**config.mk**
```make
export PLATFORM = sky130hd
export DESIGN_NAME = braitenberg_mix_junction_steer_flat
export DESIGN_NICKNAME = d
export VERILOG_FILES = /design/src/design/bmjs_pkg.sv /design/src/design/bmjs_req_if.sv /design/src/design/bmjs_rsp_if.sv /design/src/design/braitenberg_mix_junction_steer.sv /design/src/design/bmjs_ctrl.sv /design/src/design/bmjs_datapath.sv /design/src/flat_wrapper.sv
export VERILOG_INCLUDE_DIRS = /design/src /design/src/design
export SDC_FILE = /design/constraint.sdc
export NUM_CORES = 2
export LEC_CHECK = 0
export BUFFER_PORTS_ARGS = -buffer_cell sky130_fd_sc_hd__buf_4
export CORE_MARGIN = 4
export CORE_UTILIZATION = 29
export DETAILED_ROUTE_END_ITERATION = 8
export GPL_TIMING_DRIVEN = 1
export PLACE_DENSITY = 0.46
export SETUP_SLACK_MARGIN = 0.3
export SYNTH_ARGS = -nofsm -noshare
export SYNTH_HDL_FRONTEND = slang
export SYNTH_HIERARCHICAL = 1
export SYNTH_SLANG_ARGS = --single-unit
```
**constraint.sdc**
```tcl
create_clock -name clock -period 10.6 [get_ports clock]
set_input_delay 1.59 -clock clock [delete_from_list [all_inputs] [get_ports clock]]
set_output_delay 1.59 -clock clock [all_outputs]
set_load 0.02 [all_outputs]
```
**src/design/braitenberg_mix_junction_steer_macros.svh**
```systemverilog
// Assertion macros shared by the steering block.
`ifndef BRAITENBERG_MIX_JUNCTION_STEER_MACROS_SVH
`define BRAITENBERG_MIX_JUNCTION_STEER_MACROS_SVH

// Same-cycle implication, masked during reset.
`define BMJS_ASSERT_IMPLIES(label, clk, rst, ante, cons) \
   label: assert property (@(posedge clk) disable iff (rst) (ante) |-> (cons)) \
      else $error("bmjs: same-cycle check failed");

// Next-cycle implication, masked during reset.
`define BMJS_ASSERT_NEXT(label, clk, rst, ante, cons) \
   label: assert property (@(posedge clk) disable iff (rst) (ante) |=> (cons)) \
      else $error("bmjs: next-cycle check failed");

`endif

```
**src/design/bmjs_pkg.sv**
```systemverilog
package bmjs_pkg;

   // Sensor frame
   localparam int SENSOR_COUNT = 8;
   localparam int MAX_SENSORS  = 8;
   localparam int SENSOR_IDX_W = (SENSOR_COUNT > 1) ? $clog2(SENSOR_COUNT) : 1;
   localparam int WEIGHT_IDX_W = $clog2(MAX_SENSORS);
   localparam int RIGHT_END    = SENSOR_COUNT / 3;
   localparam int LEFT_START   = (2 * SENSOR_COUNT) / 3;

   // Field and register widths
   localparam int DIST_W      = 12;
   localparam int RANGE_W     = 12;
   localparam int UNIT_W      = 16;
   localparam int LIMIT_W     = 15;
   localparam int THRESH_W    = 16;
   localparam int SPEED_W     = LIMIT_W + 1;
   localparam int HEADING_W   = 2;
   localparam int TOTAL_W     = 16;
   localparam int CSR_INDEX_W = 3;
   localparam int CSR_DATA_W  = 16;

   // Datapath widths
   localparam int DIFF_W    = DIST_W + 1;
   localparam int WEIGHT_W  = 9;
   localparam int ACC_W     = WEIGHT_W + DIFF_W;
   localparam int TR_W      = THRESH_W + RANGE_W;
   localparam int CMP_W     = DIFF_W + THRESH_W + 1;
   localparam int MAG_W     = ACC_W - 1 + UNIT_W;
   localparam int NUM_W     = MAG_W + 3;
   localparam int DEN_W     = RANGE_W + 5;
   localparam int DIV_STEPS = 16;
   localparam int HI_W      = NUM_W - DIV_STEPS;
   localparam int CNT_W     = $clog2(DIV_STEPS);
   localparam int LANES     = 2;
   localparam int LANE_LEFT = 0;

   // Register reset values
   localparam logic [RANGE_W-1:0]  RANGE_RESET  = RANGE_W'(512);
   localparam logic [UNIT_W-1:0]   UNIT_RESET   = UNIT_W'(412);
   localparam logic [LIMIT_W-1:0]  LIMIT_RESET  = LIMIT_W'(25723);
   localparam logic [THRESH_W-1:0] THRESH_RESET = THRESH_W'(45875);

   // Register indexes
   localparam logic [CSR_INDEX_W-1:0] CSR_RANGE_DIVISOR  = CSR_INDEX_W'(0);
   localparam logic [CSR_INDEX_W-1:0] CSR_SPEED_UNIT     = CSR_INDEX_W'(1);
   localparam logic [CSR_INDEX_W-1:0] CSR_SPEED_LIMIT    = CSR_INDEX_W'(2);
   localparam logic [CSR_INDEX_W-1:0] CSR_OPEN_THRESHOLD = CSR_INDEX_W'(3);

   // Mixing weights, one row per sensor
   localparam logic signed [WEIGHT_W-1:0] WEIGHT_LEFT [MAX_SENSORS] = '{
      9'sd150, 9'sd100, 9'sd80, -9'sd10, -9'sd10, -9'sd10, -9'sd30, -9'sd20
   };
   localparam logic signed [WEIGHT_W-1:0] WEIGHT_RIGHT [MAX_SENSORS] = '{
      -9'sd35, -9'sd15, -9'sd10, -9'sd10, -9'sd10, 9'sd80, 9'sd100, 9'sd150
   };

   typedef enum logic [HEADING_W-1:0] {
      HEADING_FORWARD = 2'd0,
      HEADING_LEFT    = 2'd1,
      HEADING_BACK    = 2'd2,
      HEADING_RIGHT   = 2'd3
   } heading_type;

   typedef enum logic [2:0] {
      ST_IDLE,
      ST_SCAN,
      ST_JUNCTION,
      ST_MULTIPLY,
      ST_SCALE,
      ST_CHECK,
      ST_DIVIDE,
      ST_DONE
   } state_type;

   typedef struct packed {
      logic                    load;
      logic                    scan_step;
      logic [SENSOR_IDX_W-1:0] sensor_idx;
      logic                    junction_eval;
      logic                    multiply;
      logic                    scale;
      logic                    check;
      logic                    div_step;
      logic                    load_out;
   } ctrl_cmd_type;

   typedef struct packed {
      logic out_busy;
   } ctrl_status_type;

endpackage

```
**src/design/bmjs_req_if.sv**
```systemverilog
interface bmjs_req_if import bmjs_pkg::*; ();
   logic              valid;
   logic              ready;
   logic [DIST_W-1:0] dist_0;
   logic [DIST_W-1:0] dist_1;
   logic [DIST_W-1:0] dist_2;
   logic [DIST_W-1:0] dist_3;
   logic [DIST_W-1:0] dist_4;
   logic [DIST_W-1:0] dist_5;
   logic [DIST_W-1:0] dist_6;
   logic [DIST_W-1:0] dist_7;

   modport source (
      output valid, dist_0, dist_1, dist_2, dist_3, dist_4, dist_5, dist_6, dist_7,
      input  ready
   );
   modport sink (
      input  valid, dist_0, dist_1, dist_2, dist_3, dist_4, dist_5, dist_6, dist_7,
      output ready
   );
endinterface

```
**src/design/bmjs_rsp_if.sv**
```systemverilog
interface bmjs_rsp_if import bmjs_pkg::*; ();
   logic                      valid;
   logic                      ready;
   logic signed [SPEED_W-1:0] left_speed;
   logic signed [SPEED_W-1:0] right_speed;
   logic [HEADING_W-1:0]      heading;
   logic                      junction_seen;
   logic [TOTAL_W-1:0]        junction_total;

   modport source (
      output valid, left_speed, right_speed, heading, junction_seen, junction_total,
      input  ready
   );
   modport sink (
      input  valid, left_speed, right_speed, heading, junction_seen, junction_total,
      output ready
   );
endinterface

```
**src/design/braitenberg_mix_junction_steer.sv**
```systemverilog
// A request beat is taken only when idle, so a new frame is accepted only after
// the last one is loaded into the output register. One sensor per cycle in the
// scan loop, then a 16-step radix-2 divider in each of the two speed lanes.
// A stalled response holds in the output register and delays only the next finish.
// Reset (synchronous, active high): registers to defaults, heading forward,
// junction count zero, no response pending.
module braitenberg_mix_junction_steer import bmjs_pkg::*; (
   input  logic                   clock,
   input  logic                   reset,
   input  logic                   csr_write_enable,
   input  logic [CSR_INDEX_W-1:0] csr_index,
   input  logic [CSR_DATA_W-1:0]  csr_write_data,
   bmjs_req_if.sink               req_bus,
   bmjs_rsp_if.source             rsp_bus
);

   ctrl_cmd_type      cmd;
   ctrl_status_type   status;
   logic [DIST_W-1:0] frame_dist [MAX_SENSORS];
   logic [DIST_W-1:0] req_dist [SENSOR_COUNT];

   // Gather the request fields; sensors beyond SENSOR_COUNT are dropped here.
   assign frame_dist[0] = req_bus.dist_0;
   assign frame_dist[1] = req_bus.dist_1;
   assign frame_dist[2] = req_bus.dist_2;
   assign frame_dist[3] = req_bus.dist_3;
   assign frame_dist[4] = req_bus.dist_4;
   assign frame_dist[5] = req_bus.dist_5;
   assign frame_dist[6] = req_bus.dist_6;
   assign frame_dist[7] = req_bus.dist_7;

   always_comb begin
      for (int k = 0; k < SENSOR_COUNT; k++) req_dist[k] = frame_dist[k];
   end

   // Sequencer: takes a beat only when idle, then walks scan, junction,
   // multiply, scale, overflow check, divide, and parks in done until the
   // output register is free.
   bmjs_ctrl u_ctrl (
      .clock     (clock),
      .reset     (reset),
      .req_valid (req_bus.valid),
      .req_ready (req_bus.ready),
      .status    (status),
      .cmd       (cmd)
   );

   // Datapath: configuration registers, sensor shift line with weighted
   // accumulators, steering state, two speed lanes with rounding divider,
   // and the response register.
   bmjs_datapath u_datapath (
      .clock              (clock),
      .reset              (reset),
      .csr_write_enable   (csr_write_enable),
      .csr_index          (csr_index),
      .csr_write_data     (csr_write_data),
      .req_dist           (req_dist),
      .cmd                (cmd),
      .status             (status),
      .rsp_ready          (rsp_bus.ready),
      .rsp_valid          (rsp_bus.valid),
      .rsp_left_speed     (rsp_bus.left_speed),
      .rsp_right_speed    (rsp_bus.right_speed),
      .rsp_heading        (rsp_bus.heading),
      .rsp_junction_seen  (rsp_bus.junction_seen),
      .rsp_junction_total (rsp_bus.junction_total)
   );

endmodule

```
**src/design/bmjs_ctrl.sv**
```systemverilog
`include "braitenberg_mix_junction_steer_macros.svh"

module bmjs_ctrl import bmjs_pkg::*; (
   input  logic            clock,
   input  logic            reset,
   input  logic            req_valid,
   output logic            req_ready,
   input  ctrl_status_type status,
   output ctrl_cmd_type    cmd
);

   state_type        state_ff, state_in;
   logic [CNT_W-1:0] count_ff, count_in;

   always_ff @(posedge clock) begin
      if (reset) begin
         state_ff <= ST_IDLE;
         count_ff <= '0;
      end else begin
         state_ff <= state_in;
         count_ff <= count_in;
      end
   end

   always_comb begin
      state_in       = state_ff;
      count_in       = count_ff;
      req_ready      = 1'b0;
      cmd            = '0;
      cmd.sensor_idx = count_ff[SENSOR_IDX_W-1:0];
      unique case (state_ff)
         ST_IDLE: begin
            req_ready = 1'b1;
            if (req_valid) begin
               cmd.load = 1'b1;
               count_in = '0;
               state_in = ST_SCAN;
            end
         end
         ST_SCAN: begin
            cmd.scan_step = 1'b1;
            if (count_ff == CNT_W'(SENSOR_COUNT - 1)) begin
               count_in = '0;
               state_in = ST_JUNCTION;
            end else begin
               count_in = count_ff + CNT_W'(1);
            end
         end
         ST_JUNCTION: begin
            cmd.junction_eval = 1'b1;
            state_in          = ST_MULTIPLY;
         end
         ST_MULTIPLY: begin
            cmd.multiply = 1'b1;
            state_in     = ST_SCALE;
         end
         ST_SCALE: begin
            cmd.scale = 1'b1;
            state_in  = ST_CHECK;
         end
         ST_CHECK: begin
            cmd.check = 1'b1;
            count_in  = '0;
            state_in  = ST_DIVIDE;
         end
         ST_DIVIDE: begin
            cmd.div_step = 1'b1;
            if (count_ff == CNT_W'(DIV_STEPS - 1)) begin
               count_in = '0;
               state_in = ST_DONE;
            end else begin
               count_in = count_ff + CNT_W'(1);
            end
         end
         ST_DONE: begin
            if (!status.out_busy) begin
               cmd.load_out = 1'b1;
               state_in     = ST_IDLE;
            end
         end
         default: begin
            state_in = ST_IDLE;
         end
      endcase
   end

   `BMJS_ASSERT_IMPLIES(a_scan_index_in_range, clock, reset, state_ff == ST_SCAN, count_ff < CNT_W'(SENSOR_COUNT))
   `BMJS_ASSERT_NEXT(a_done_returns_idle, clock, reset, state_ff == ST_DONE && !status.out_busy, state_ff == ST_IDLE && req_ready)
   `BMJS_ASSERT_NEXT(a_divide_continues, clock, reset, state_ff == ST_DIVIDE && count_ff != CNT_W'(DIV_STEPS - 1), state_ff == ST_DIVIDE)

endmodule

```
**src/design/bmjs_datapath.sv**
```systemverilog
`include "braitenberg_mix_junction_steer_macros.svh"

module bmjs_datapath import bmjs_pkg::*; (
   input  logic                      clock,
   input  logic                      reset,
   input  logic                      csr_write_enable,
   input  logic [CSR_INDEX_W-1:0]    csr_index,
   input  logic [CSR_DATA_W-1:0]     csr_write_data,
   input  logic [DIST_W-1:0]         req_dist [SENSOR_COUNT],
   input  ctrl_cmd_type              cmd,
   output ctrl_status_type           status,
   input  logic                      rsp_ready,
   output logic                      rsp_valid,
   output logic signed [SPEED_W-1:0] rsp_left_speed,
   output logic signed [SPEED_W-1:0] rsp_right_speed,
   output logic [HEADING_W-1:0]      rsp_heading,
   output logic                      rsp_junction_seen,
   output logic [TOTAL_W-1:0]        rsp_junction_total
);

   // Configuration registers
   logic [RANGE_W-1:0]  range_ff, range_in;
   logic [UNIT_W-1:0]   unit_ff, unit_in;
   logic [LIMIT_W-1:0]  limit_ff, limit_in;
   logic [THRESH_W-1:0] thresh_ff, thresh_in;
   logic [RANGE_W-1:0]  range_eff;
   logic [DEN_W-1:0]    den;

   // Scan stage
   logic [DIST_W-1:0]              dist_ff [SENSOR_COUNT];
   logic [TR_W-1:0]                tr_ff;
   logic                           left_clear_ff, right_clear_ff, front_clear_ff;
   logic signed [ACC_W-1:0]        acc_ff [LANES];
   logic signed [DIFF_W-1:0]       diff;
   logic [DIFF_W+THRESH_W-1:0]     diff_scaled;
   logic                           is_open;
   logic [WEIGHT_IDX_W-1:0]        weight_idx;
   logic signed [ACC_W-1:0]        term [LANES];

   // Steering state
   heading_type        heading_ff, heading_in;
   logic [TOTAL_W-1:0] total_ff, total_in;
   logic               junction_ff;
   logic               junction;

   // Speed lanes
   logic [MAG_W-1:0]   mag_ff [LANES];
   logic [1:0]         gain_ff [LANES];
   logic               neg_ff [LANES];
   logic [NUM_W-1:0]   num_ff [LANES];
   logic               ovf_ff [LANES];
   logic [DEN_W-1:0]   rem_ff [LANES];
   logic [DIV_STEPS-1:0] quot_ff [LANES];
   logic [ACC_W-2:0]   abs_acc [LANES];
   logic [1:0]         gain_sel [LANES];
   logic               gain_neg [LANES];
   logic [NUM_W-1:0]   scaled [LANES];
   logic [DEN_W:0]     trial [LANES];
   logic               trial_fits [LANES];
   logic [LIMIT_W-1:0] q_clamp [LANES];
   logic signed [SPEED_W-1:0] speed [LANES];

   // Output register
   logic                      rsp_valid_ff;
   logic signed [SPEED_W-1:0] left_out_ff, right_out_ff;
   logic [HEADING_W-1:0]      heading_out_ff;
   logic                      junction_out_ff;
   logic [TOTAL_W-1:0]        total_out_ff;

   assign range_eff = (range_ff == '0) ? RANGE_W'(1) : range_ff;
   assign den       = {range_eff, 5'b00000};

   always_comb begin
      range_in  = range_ff;
      unit_in   = unit_ff;
      limit_in  = limit_ff;
      thresh_in = thresh_ff;
      if (csr_write_enable) begin
         unique case (csr_index)
            CSR_RANGE_DIVISOR:  range_in  = csr_write_data[RANGE_W-1:0];
            CSR_SPEED_UNIT:     unit_in   = csr_write_data[UNIT_W-1:0];
            CSR_SPEED_LIMIT:    limit_in  = csr_write_data[LIMIT_W-1:0];
            CSR_OPEN_THRESHOLD: thresh_in = csr_write_data[THRESH_W-1:0];
            default: ;
         endcase
      end
   end

   always_ff @(posedge clock) begin
      if (reset) begin
         range_ff  <= RANGE_RESET;
         unit_ff   <= UNIT_RESET;
         limit_ff  <= LIMIT_RESET;
         thresh_ff <= THRESH_RESET;
      end else begin
         range_ff  <= range_in;
         unit_ff   <= unit_in;
         limit_ff  <= limit_in;
         thresh_ff <= thresh_in;
      end
   end

   // Openness test: (R - v) * 2^16 > T * R
   assign diff        = $signed({1'b0, range_eff}) - $signed({1'b0, dist_ff[0]});
   assign diff_scaled = {diff, {THRESH_W{1'b0}}};
   assign is_open     = $signed({diff_scaled[DIFF_W+THRESH_W-1], diff_scaled})
                        > $signed({{(CMP_W-TR_W){1'b0}}, tr_ff});
   assign weight_idx  = WEIGHT_IDX_W'(cmd.sensor_idx);
   assign term[0]     = WEIGHT_LEFT[weight_idx] * diff;
   assign term[1]     = WEIGHT_RIGHT[weight_idx] * diff;

   always_ff @(posedge clock) begin
      if (cmd.load) begin
         for (int k = 0; k < SENSOR_COUNT; k++) dist_ff[k] <= req_dist[k];
         tr_ff <= thresh_ff * range_eff;
      end else if (cmd.scan_step) begin
         for (int k = 0; k < SENSOR_COUNT - 1; k++) dist_ff[k] <= dist_ff[k+1];
      end
   end

   always_ff @(posedge clock) begin
      if (cmd.load) begin
         left_clear_ff  <= 1'b0;
         right_clear_ff <= 1'b0;
         front_clear_ff <= 1'b1;
         for (int l = 0; l < LANES; l++) acc_ff[l] <= '0;
      end else if (cmd.scan_step) begin
         if (is_open) begin
            if (cmd.sensor_idx < SENSOR_IDX_W'(RIGHT_END)) begin
               right_clear_ff <= 1'b1;
            end else if (cmd.sensor_idx > SENSOR_IDX_W'(LEFT_START)) begin
               left_clear_ff <= 1'b1;
            end else begin
               front_clear_ff <= 1'b0;
            end
         end
         for (int l = 0; l < LANES; l++) acc_ff[l] <= acc_ff[l] + term[l];
      end
   end

   // Junction: two or more open sides
   assign junction = (left_clear_ff & right_clear_ff) | (left_clear_ff & front_clear_ff)
                   | (right_clear_ff & front_clear_ff);

   always_comb begin
      heading_in = heading_ff;
      total_in   = total_ff;
      if (cmd.junction_eval && junction) begin
         total_in = total_ff + TOTAL_W'(1);
         if (left_clear_ff && heading_ff != HEADING_RIGHT) begin
            heading_in = HEADING_LEFT;
         end else if (right_clear_ff && heading_ff != HEADING_LEFT) begin
            heading_in = HEADING_RIGHT;
         end else if (front_clear_ff) begin
            heading_in = HEADING_FORWARD;
         end else begin
            heading_in = HEADING_BACK;
         end
      end
   end

   always_ff @(posedge clock) begin
      if (reset) begin
         heading_ff <= HEADING_FORWARD;
         total_ff   <= '0;
      end else begin
         heading_ff <= heading_in;
         total_ff   <= total_in;
      end
   end

   always_ff @(posedge clock) begin
      if (cmd.junction_eval) junction_ff <= junction;
   end

   // Wheel gain in halves, chosen by the updated heading
   always_comb begin
      for (int l = 0; l < LANES; l++) begin
         gain_neg[l] = 1'b0;
         case (heading_ff)
            HEADING_LEFT:  gain_sel[l] = (l == LANE_LEFT) ? 2'd1 : 2'd3;
            HEADING_RIGHT: gain_sel[l] = (l == LANE_LEFT) ? 2'd3 : 2'd1;
            HEADING_BACK: begin
               gain_sel[l] = 2'd2;
               gain_neg[l] = (l == LANE_LEFT);
            end
            default:       gain_sel[l] = 2'd2;
         endcase
         abs_acc[l]    = acc_ff[l][ACC_W-1] ? (ACC_W-1)'(-acc_ff[l])
                                            : acc_ff[l][ACC_W-2:0];
         scaled[l]     = ((gain_ff[l][1]) ? (NUM_W'(mag_ff[l]) << 1) : NUM_W'(0))
                       + ((gain_ff[l][0]) ? NUM_W'(mag_ff[l]) : NUM_W'(0))
                       + NUM_W'({range_eff, 4'b0000});
         trial[l]      = {rem_ff[l], quot_ff[l][DIV_STEPS-1]};
         trial_fits[l] = trial[l] >= {1'b0, den};
         if (ovf_ff[l] || quot_ff[l] > DIV_STEPS'(limit_ff)) begin
            q_clamp[l] = limit_ff;
         end else begin
            q_clamp[l] = quot_ff[l][LIMIT_W-1:0];
         end
         speed[l] = neg_ff[l] ? -$signed({1'b0, q_clamp[l]}) : $signed({1'b0, q_clamp[l]});
      end
   end

   always_ff @(posedge clock) begin
      for (int l = 0; l < LANES; l++) begin
         if (cmd.multiply) begin
            mag_ff[l]  <= abs_acc[l] * unit_ff;
            gain_ff[l] <= gain_sel[l];
            neg_ff[l]  <= acc_ff[l][ACC_W-1] ^ gain_neg[l];
         end
         if (cmd.scale) num_ff[l] <= scaled[l];
         if (cmd.check) begin
            ovf_ff[l]  <= num_ff[l][NUM_W-1:DIV_STEPS] >= HI_W'(den);
            rem_ff[l]  <= num_ff[l][DIV_STEPS +: DEN_W];
            quot_ff[l] <= num_ff[l][DIV_STEPS-1:0];
         end else if (cmd.div_step) begin
            rem_ff[l]  <= trial_fits[l] ? DEN_W'(trial[l] - {1'b0, den})
                                        : trial[l][DEN_W-1:0];
            quot_ff[l] <= {quot_ff[l][DIV_STEPS-2:0], trial_fits[l]};
         end
      end
   end

   // Output register: hold until the beat is taken
   always_ff @(posedge clock) begin
      if (reset) begin
         rsp_valid_ff <= 1'b0;
      end else if (cmd.load_out) begin
         rsp_valid_ff <= 1'b1;
      end else if (rsp_ready) begin
         rsp_valid_ff <= 1'b0;
      end
   end

   always_ff @(posedge clock) begin
      if (cmd.load_out) begin
         left_out_ff     <= speed[0];
         right_out_ff    <= speed[1];
         heading_out_ff  <= heading_ff;
         junction_out_ff <= junction_ff;
         total_out_ff    <= total_ff;
      end
   end

   assign status.out_busy    = rsp_valid_ff && !rsp_ready;
   assign rsp_valid          = rsp_valid_ff;
   assign rsp_left_speed     = left_out_ff;
   assign rsp_right_speed    = right_out_ff;
   assign rsp_heading        = heading_out_ff;
   assign rsp_junction_seen  = junction_out_ff;
   assign rsp_junction_total = total_out_ff;

   `BMJS_ASSERT_IMPLIES(a_load_out_slot_free, clock, reset, cmd.load_out, !rsp_valid_ff || rsp_ready)
   `BMJS_ASSERT_NEXT(a_junction_bumps_total, clock, reset, cmd.junction_eval && junction, total_ff == $past(total_ff) + TOTAL_W'(1))
   `BMJS_ASSERT_NEXT(a_no_junction_holds_total, clock, reset, !(cmd.junction_eval && junction), total_ff == $past(total_ff))

endmodule
```
**src/flat_wrapper.sv**
```systemverilog
// flat-port wrapper written by rule: the top's interface ports become plain ports
module braitenberg_mix_junction_steer_flat import bmjs_pkg::*;
  (clock, reset, csr_write_enable, csr_index, csr_write_data, req_bus_valid, req_bus_dist_0, req_bus_dist_1, req_bus_dist_2, req_bus_dist_3, req_bus_dist_4, req_bus_dist_5, req_bus_dist_6, req_bus_dist_7, req_bus_ready, rsp_bus_valid, rsp_bus_left_speed, rsp_bus_right_speed, rsp_bus_heading, rsp_bus_junction_seen, rsp_bus_junction_total, rsp_bus_ready);
  bmjs_req_if req_bus_i ();
  bmjs_rsp_if rsp_bus_i ();
  input  logic clock;
  input  logic reset;
  input  logic csr_write_enable;
  input  logic [CSR_INDEX_W-1:0] csr_index;
  input  logic [CSR_DATA_W-1:0] csr_write_data;
  input wire logic [$bits(req_bus_i.valid)-1:0] req_bus_valid;
  input wire logic [$bits(req_bus_i.dist_0)-1:0] req_bus_dist_0;
  input wire logic [$bits(req_bus_i.dist_1)-1:0] req_bus_dist_1;
  input wire logic [$bits(req_bus_i.dist_2)-1:0] req_bus_dist_2;
  input wire logic [$bits(req_bus_i.dist_3)-1:0] req_bus_dist_3;
  input wire logic [$bits(req_bus_i.dist_4)-1:0] req_bus_dist_4;
  input wire logic [$bits(req_bus_i.dist_5)-1:0] req_bus_dist_5;
  input wire logic [$bits(req_bus_i.dist_6)-1:0] req_bus_dist_6;
  input wire logic [$bits(req_bus_i.dist_7)-1:0] req_bus_dist_7;
  output wire logic [$bits(req_bus_i.ready)-1:0] req_bus_ready;
  output wire logic [$bits(rsp_bus_i.valid)-1:0] rsp_bus_valid;
  output wire logic [$bits(rsp_bus_i.left_speed)-1:0] rsp_bus_left_speed;
  output wire logic [$bits(rsp_bus_i.right_speed)-1:0] rsp_bus_right_speed;
  output wire logic [$bits(rsp_bus_i.heading)-1:0] rsp_bus_heading;
  output wire logic [$bits(rsp_bus_i.junction_seen)-1:0] rsp_bus_junction_seen;
  output wire logic [$bits(rsp_bus_i.junction_total)-1:0] rsp_bus_junction_total;
  input wire logic [$bits(rsp_bus_i.ready)-1:0] rsp_bus_ready;
  assign req_bus_i.valid = req_bus_valid;
  assign req_bus_i.dist_0 = req_bus_dist_0;
  assign req_bus_i.dist_1 = req_bus_dist_1;
  assign req_bus_i.dist_2 = req_bus_dist_2;
  assign req_bus_i.dist_3 = req_bus_dist_3;
  assign req_bus_i.dist_4 = req_bus_dist_4;
  assign req_bus_i.dist_5 = req_bus_dist_5;
  assign req_bus_i.dist_6 = req_bus_dist_6;
  assign req_bus_i.dist_7 = req_bus_dist_7;
  assign req_bus_ready = req_bus_i.ready;
  assign rsp_bus_valid = rsp_bus_i.valid;
  assign rsp_bus_left_speed = rsp_bus_i.left_speed;
  assign rsp_bus_right_speed = rsp_bus_i.right_speed;
  assign rsp_bus_heading = rsp_bus_i.heading;
  assign rsp_bus_junction_seen = rsp_bus_i.junction_seen;
  assign rsp_bus_junction_total = rsp_bus_i.junction_total;
  assign rsp_bus_i.ready = rsp_bus_ready;
  braitenberg_mix_junction_steer u_core (.clock(clock), .reset(reset), .csr_write_enable(csr_write_enable), .csr_index(csr_index), .csr_write_data(csr_write_data), .req_bus(req_bus_i), .rsp_bus(rsp_bus_i));
endmodule
```
==> flow_summary.ini <==
[run_status]
status = complete, no violations

[logic_synthesis]
yosys.cell_count.top_type = nand2_1
synth.area.top_cells = fa_1 27%, edfxtp_1 20%, ha_1 12%
synthDistinctLibCells = 92
synth-main-ff-cell = edfxtp_1
ys_ff_latch = 530
ys_warn_count = 6
avgSynthCellArea_sq_um = 9.26
syn_inst = 7090
ys_async_sr_fraction_pct = 0
synth.cells.most_frequent = 1,293 x nand2_1, 1,240 x inv_1, 900 x fa_1
netlist.area_leader.share_pct = 27.4
yosysTopAreaCell = fa_1
synth_edf_count = 442
seq_area_frac_synth_pct = 22.9
syn-num-nets = 8744
syn-cell-area_sq_mm = 0.0657

[detailed_routing]
post_drt_wl_per_cell_microns = 17.8
antenna_left = 0
routed_via_density = 4.63
drt_wl_total_microns = 182000
vias = 47200
drc = 0
drt_first_pass_iters = 7
drtIter0Drc = 2466

[sta]
tightest_slew_ns = 1.44
rsz0062_at_grt = no
timing.final.crit_share_pct = 89.1
period_minus_slack_ns = 9.44
finalSetupViolations = 0
whs_ns = 0.447
setup-tns-final_ns = 0
max_freq_mhz = 106
worst_slack_ns = 1.16
final.setup_skew_ns = 0.0744
hold_viol_final = 0
slew_headroom_pct = 4.33
slew_viol_final = 0

[critical_path]
cp.arrival_ns = 9.89
start_kind = register
crit_fanout = 21
critPathCaptureType = register
critPathSlowestCell = a31o_2
cpMostUsedCell = fa_1
required_ns = 11.05
slowest_delay_ns = 0.71
critPathKind = reg -> reg

[clocking]
cts_tree = built
cts_setup_buffers = 0
clock_latency_ns = 0.72
cts_max_path_buffers = 3
cts-htree-levels = 3
ctsResizeCount = 0
clkSinkCount = 530
ctsHoldBuffers = 0
cts_inserted_buffers = 70
cts_root_buf = clkbuf_16
clk_pin_slew_worst_paths_ns = 0.06

[cells_and_area]
final_area_sq_mm = 0.0726
multi_input_area_sq_mm = 0.0449
regArea_sq_mm = 0.0150
final_nets = 8798
area_delta_synth_final_pct = 10.6
num-fill-cells = 23500
drive_above_1_share_pct = 6.31

[floorplanning]
num_rows = 174
core_area_sq_mm = 0.225
ios = 173
die_h_microns = 484
start_util_pct = 29.2
die_w_microns = 484
fp.dieArea_sq_mm = 0.234

[min_path]
hp-class = reg -> reg

[flow_run]
max-cap-violations = 0

[grt]
grt_overflow_total = 0
grt_usage_pct = 15.6
antenna_found_initial = 5
grt_max_degree = 88
grt_pass1_wl_microns = 289000
grt_pass1_vias = 49500

[place]
place_ws_ns = 1.09
io_buffers = 172
hpwl_microns = 142000
place_congestion = 0.835
place_area_sq_mm = 0.0704
registers in the layout (all words and copies together), names as in the netlist, 3 cells and up:
signal,cells
u_core/u_datapath/unit_ff,16
u_core/u_datapath/tr_ff,28
u_core/u_datapath/dist_ff,96
u_core/u_datapath/total_ff,16
u_core/u_ctrl/state_ff,3
u_core/u_datapath/mag_ff,73
u_core/u_datapath/rsp_right_speed,16
u_core/u_datapath/rem_ff,34
u_core/u_datapath/quot_ff,32
u_core/u_datapath/gain_ff,3
u_core/u_ctrl/count_ff,4
u_core/u_datapath/rsp_junction_total,16
u_core/u_datapath/acc_ff,43
u_core/u_datapath/limit_ff,15
u_core/u_datapath/num_ff,77
u_core/u_datapath/rsp_left_speed,16
u_core/u_datapath/range_ff,12
u_core/u_datapath/thresh_ff,16
final timing paths:
kind,end,cells after the start,slack [ns],startpoint
worst max-delay path,u_core/u_datapath/acc_ff[0][43]$_SDFFCE_PN0P_,35,1.16,u_core/u_datapath/range_ff[11]$_SDFFE_PP0P_
worst min-delay path,u_core/u_datapath/rsp_junction_seen$_DFFE_PP_,0,0.45,u_core/u_datapath/junction_ff$_DFFE_PP_
worst max register to register,u_core/u_datapath/acc_ff[0][43]$_SDFFCE_PN0P_,35,1.16,u_core/u_datapath/range_ff[11]$_SDFFE_PP0P_
worst min register to register,u_core/u_datapath/rsp_junction_seen$_DFFE_PP_,0,0.45,u_core/u_datapath/junction_ff$_DFFE_PP_
cell families after synthesis:
| logic type | count (synthesis) | synth area share, % |
|---|---|---|
| buffers and inverters | 1537 | 8.84 |
| DFF | 530 | 22.9 |
| muxes | 72 | 1.12 |
| and+or+nand+nor | 2383 | 16.5 |
| AOI/OAI and AO/OA | 734 | 7.12 |
| xor gates and xnor gates | 299 | 4.00 |
| adders and majority gates | 1535 | 39.5 |
per-stage QoR:
| step | std cells | utilization [%] |
|---|---|---|
| 2_1_floorplan | 7090 | - |
| 3_3_place_gp | 10100 | 31.3 |
| 3_5_place_dp | 10100 | 31.3 |
| 4_1_cts | 10200 | 32.2 |
| 5_1_grt | 10200 | 32.3 |
| 6_report | 10200 | 32.3 |
layout by cell type (no fill, tap or decap), types with 91 or more instances in the layout:
| cell | n |
|---|---|
| nor2_1 | 329 |
| and2_1 | 400 |
| inv_1 | 1240 |
| nand2_1 | 1293 |
| a21o_1 | 101 |
| o21ai_0 | 137 |
| buf_4 | 271 |
| xnor2_1 | 202 |
| fa_1 | 900 |
| xor2_1 | 91 |
| edfxtp_1 | 442 |
| a21oi_1 | 263 |
| ha_1 | 634 |
layer usage:
metal  part of all wire [%]  up-vias  global-route usage [%]  routed length, microns
met5                      0        -                       0                       0
met4                    2.7        0                    4.43                    4870
met3                    3.8      196                    1.94                    6950
met2                     47      772                    25.7                   85600
met1                     46    23800                    21.6                   84500
li1                       -    22400                       -                       -
critical path: cells and delay by family, from the launching register on:
kind | cells | cell delay, ns
flops | 1 | 0.31
xor+xnor | 2 | 0.38
simple gates | 5 | 0.89
fa+ha+maj | 8 | 3.43
compound gates | 15 | 3.13
buf+inv | 5 | 1.05
layout make-up:
type | count | share of cell area (%)
antenna | 1 | 0.00345
clock buffer | 92 | 2.55
clock inverter | 36 | 0.441
inverter | 1247 | 6.44
multi-input combinational | 5023 | 61.9
sequential | 530 | 20.7
tap | 2992 | 5.15
timing repair buffer | 272 | 2.84
Power is left out: the tool's default activity adds up to more than one toggle a clock period on the data nets, which glitch-free logic cannot reach.
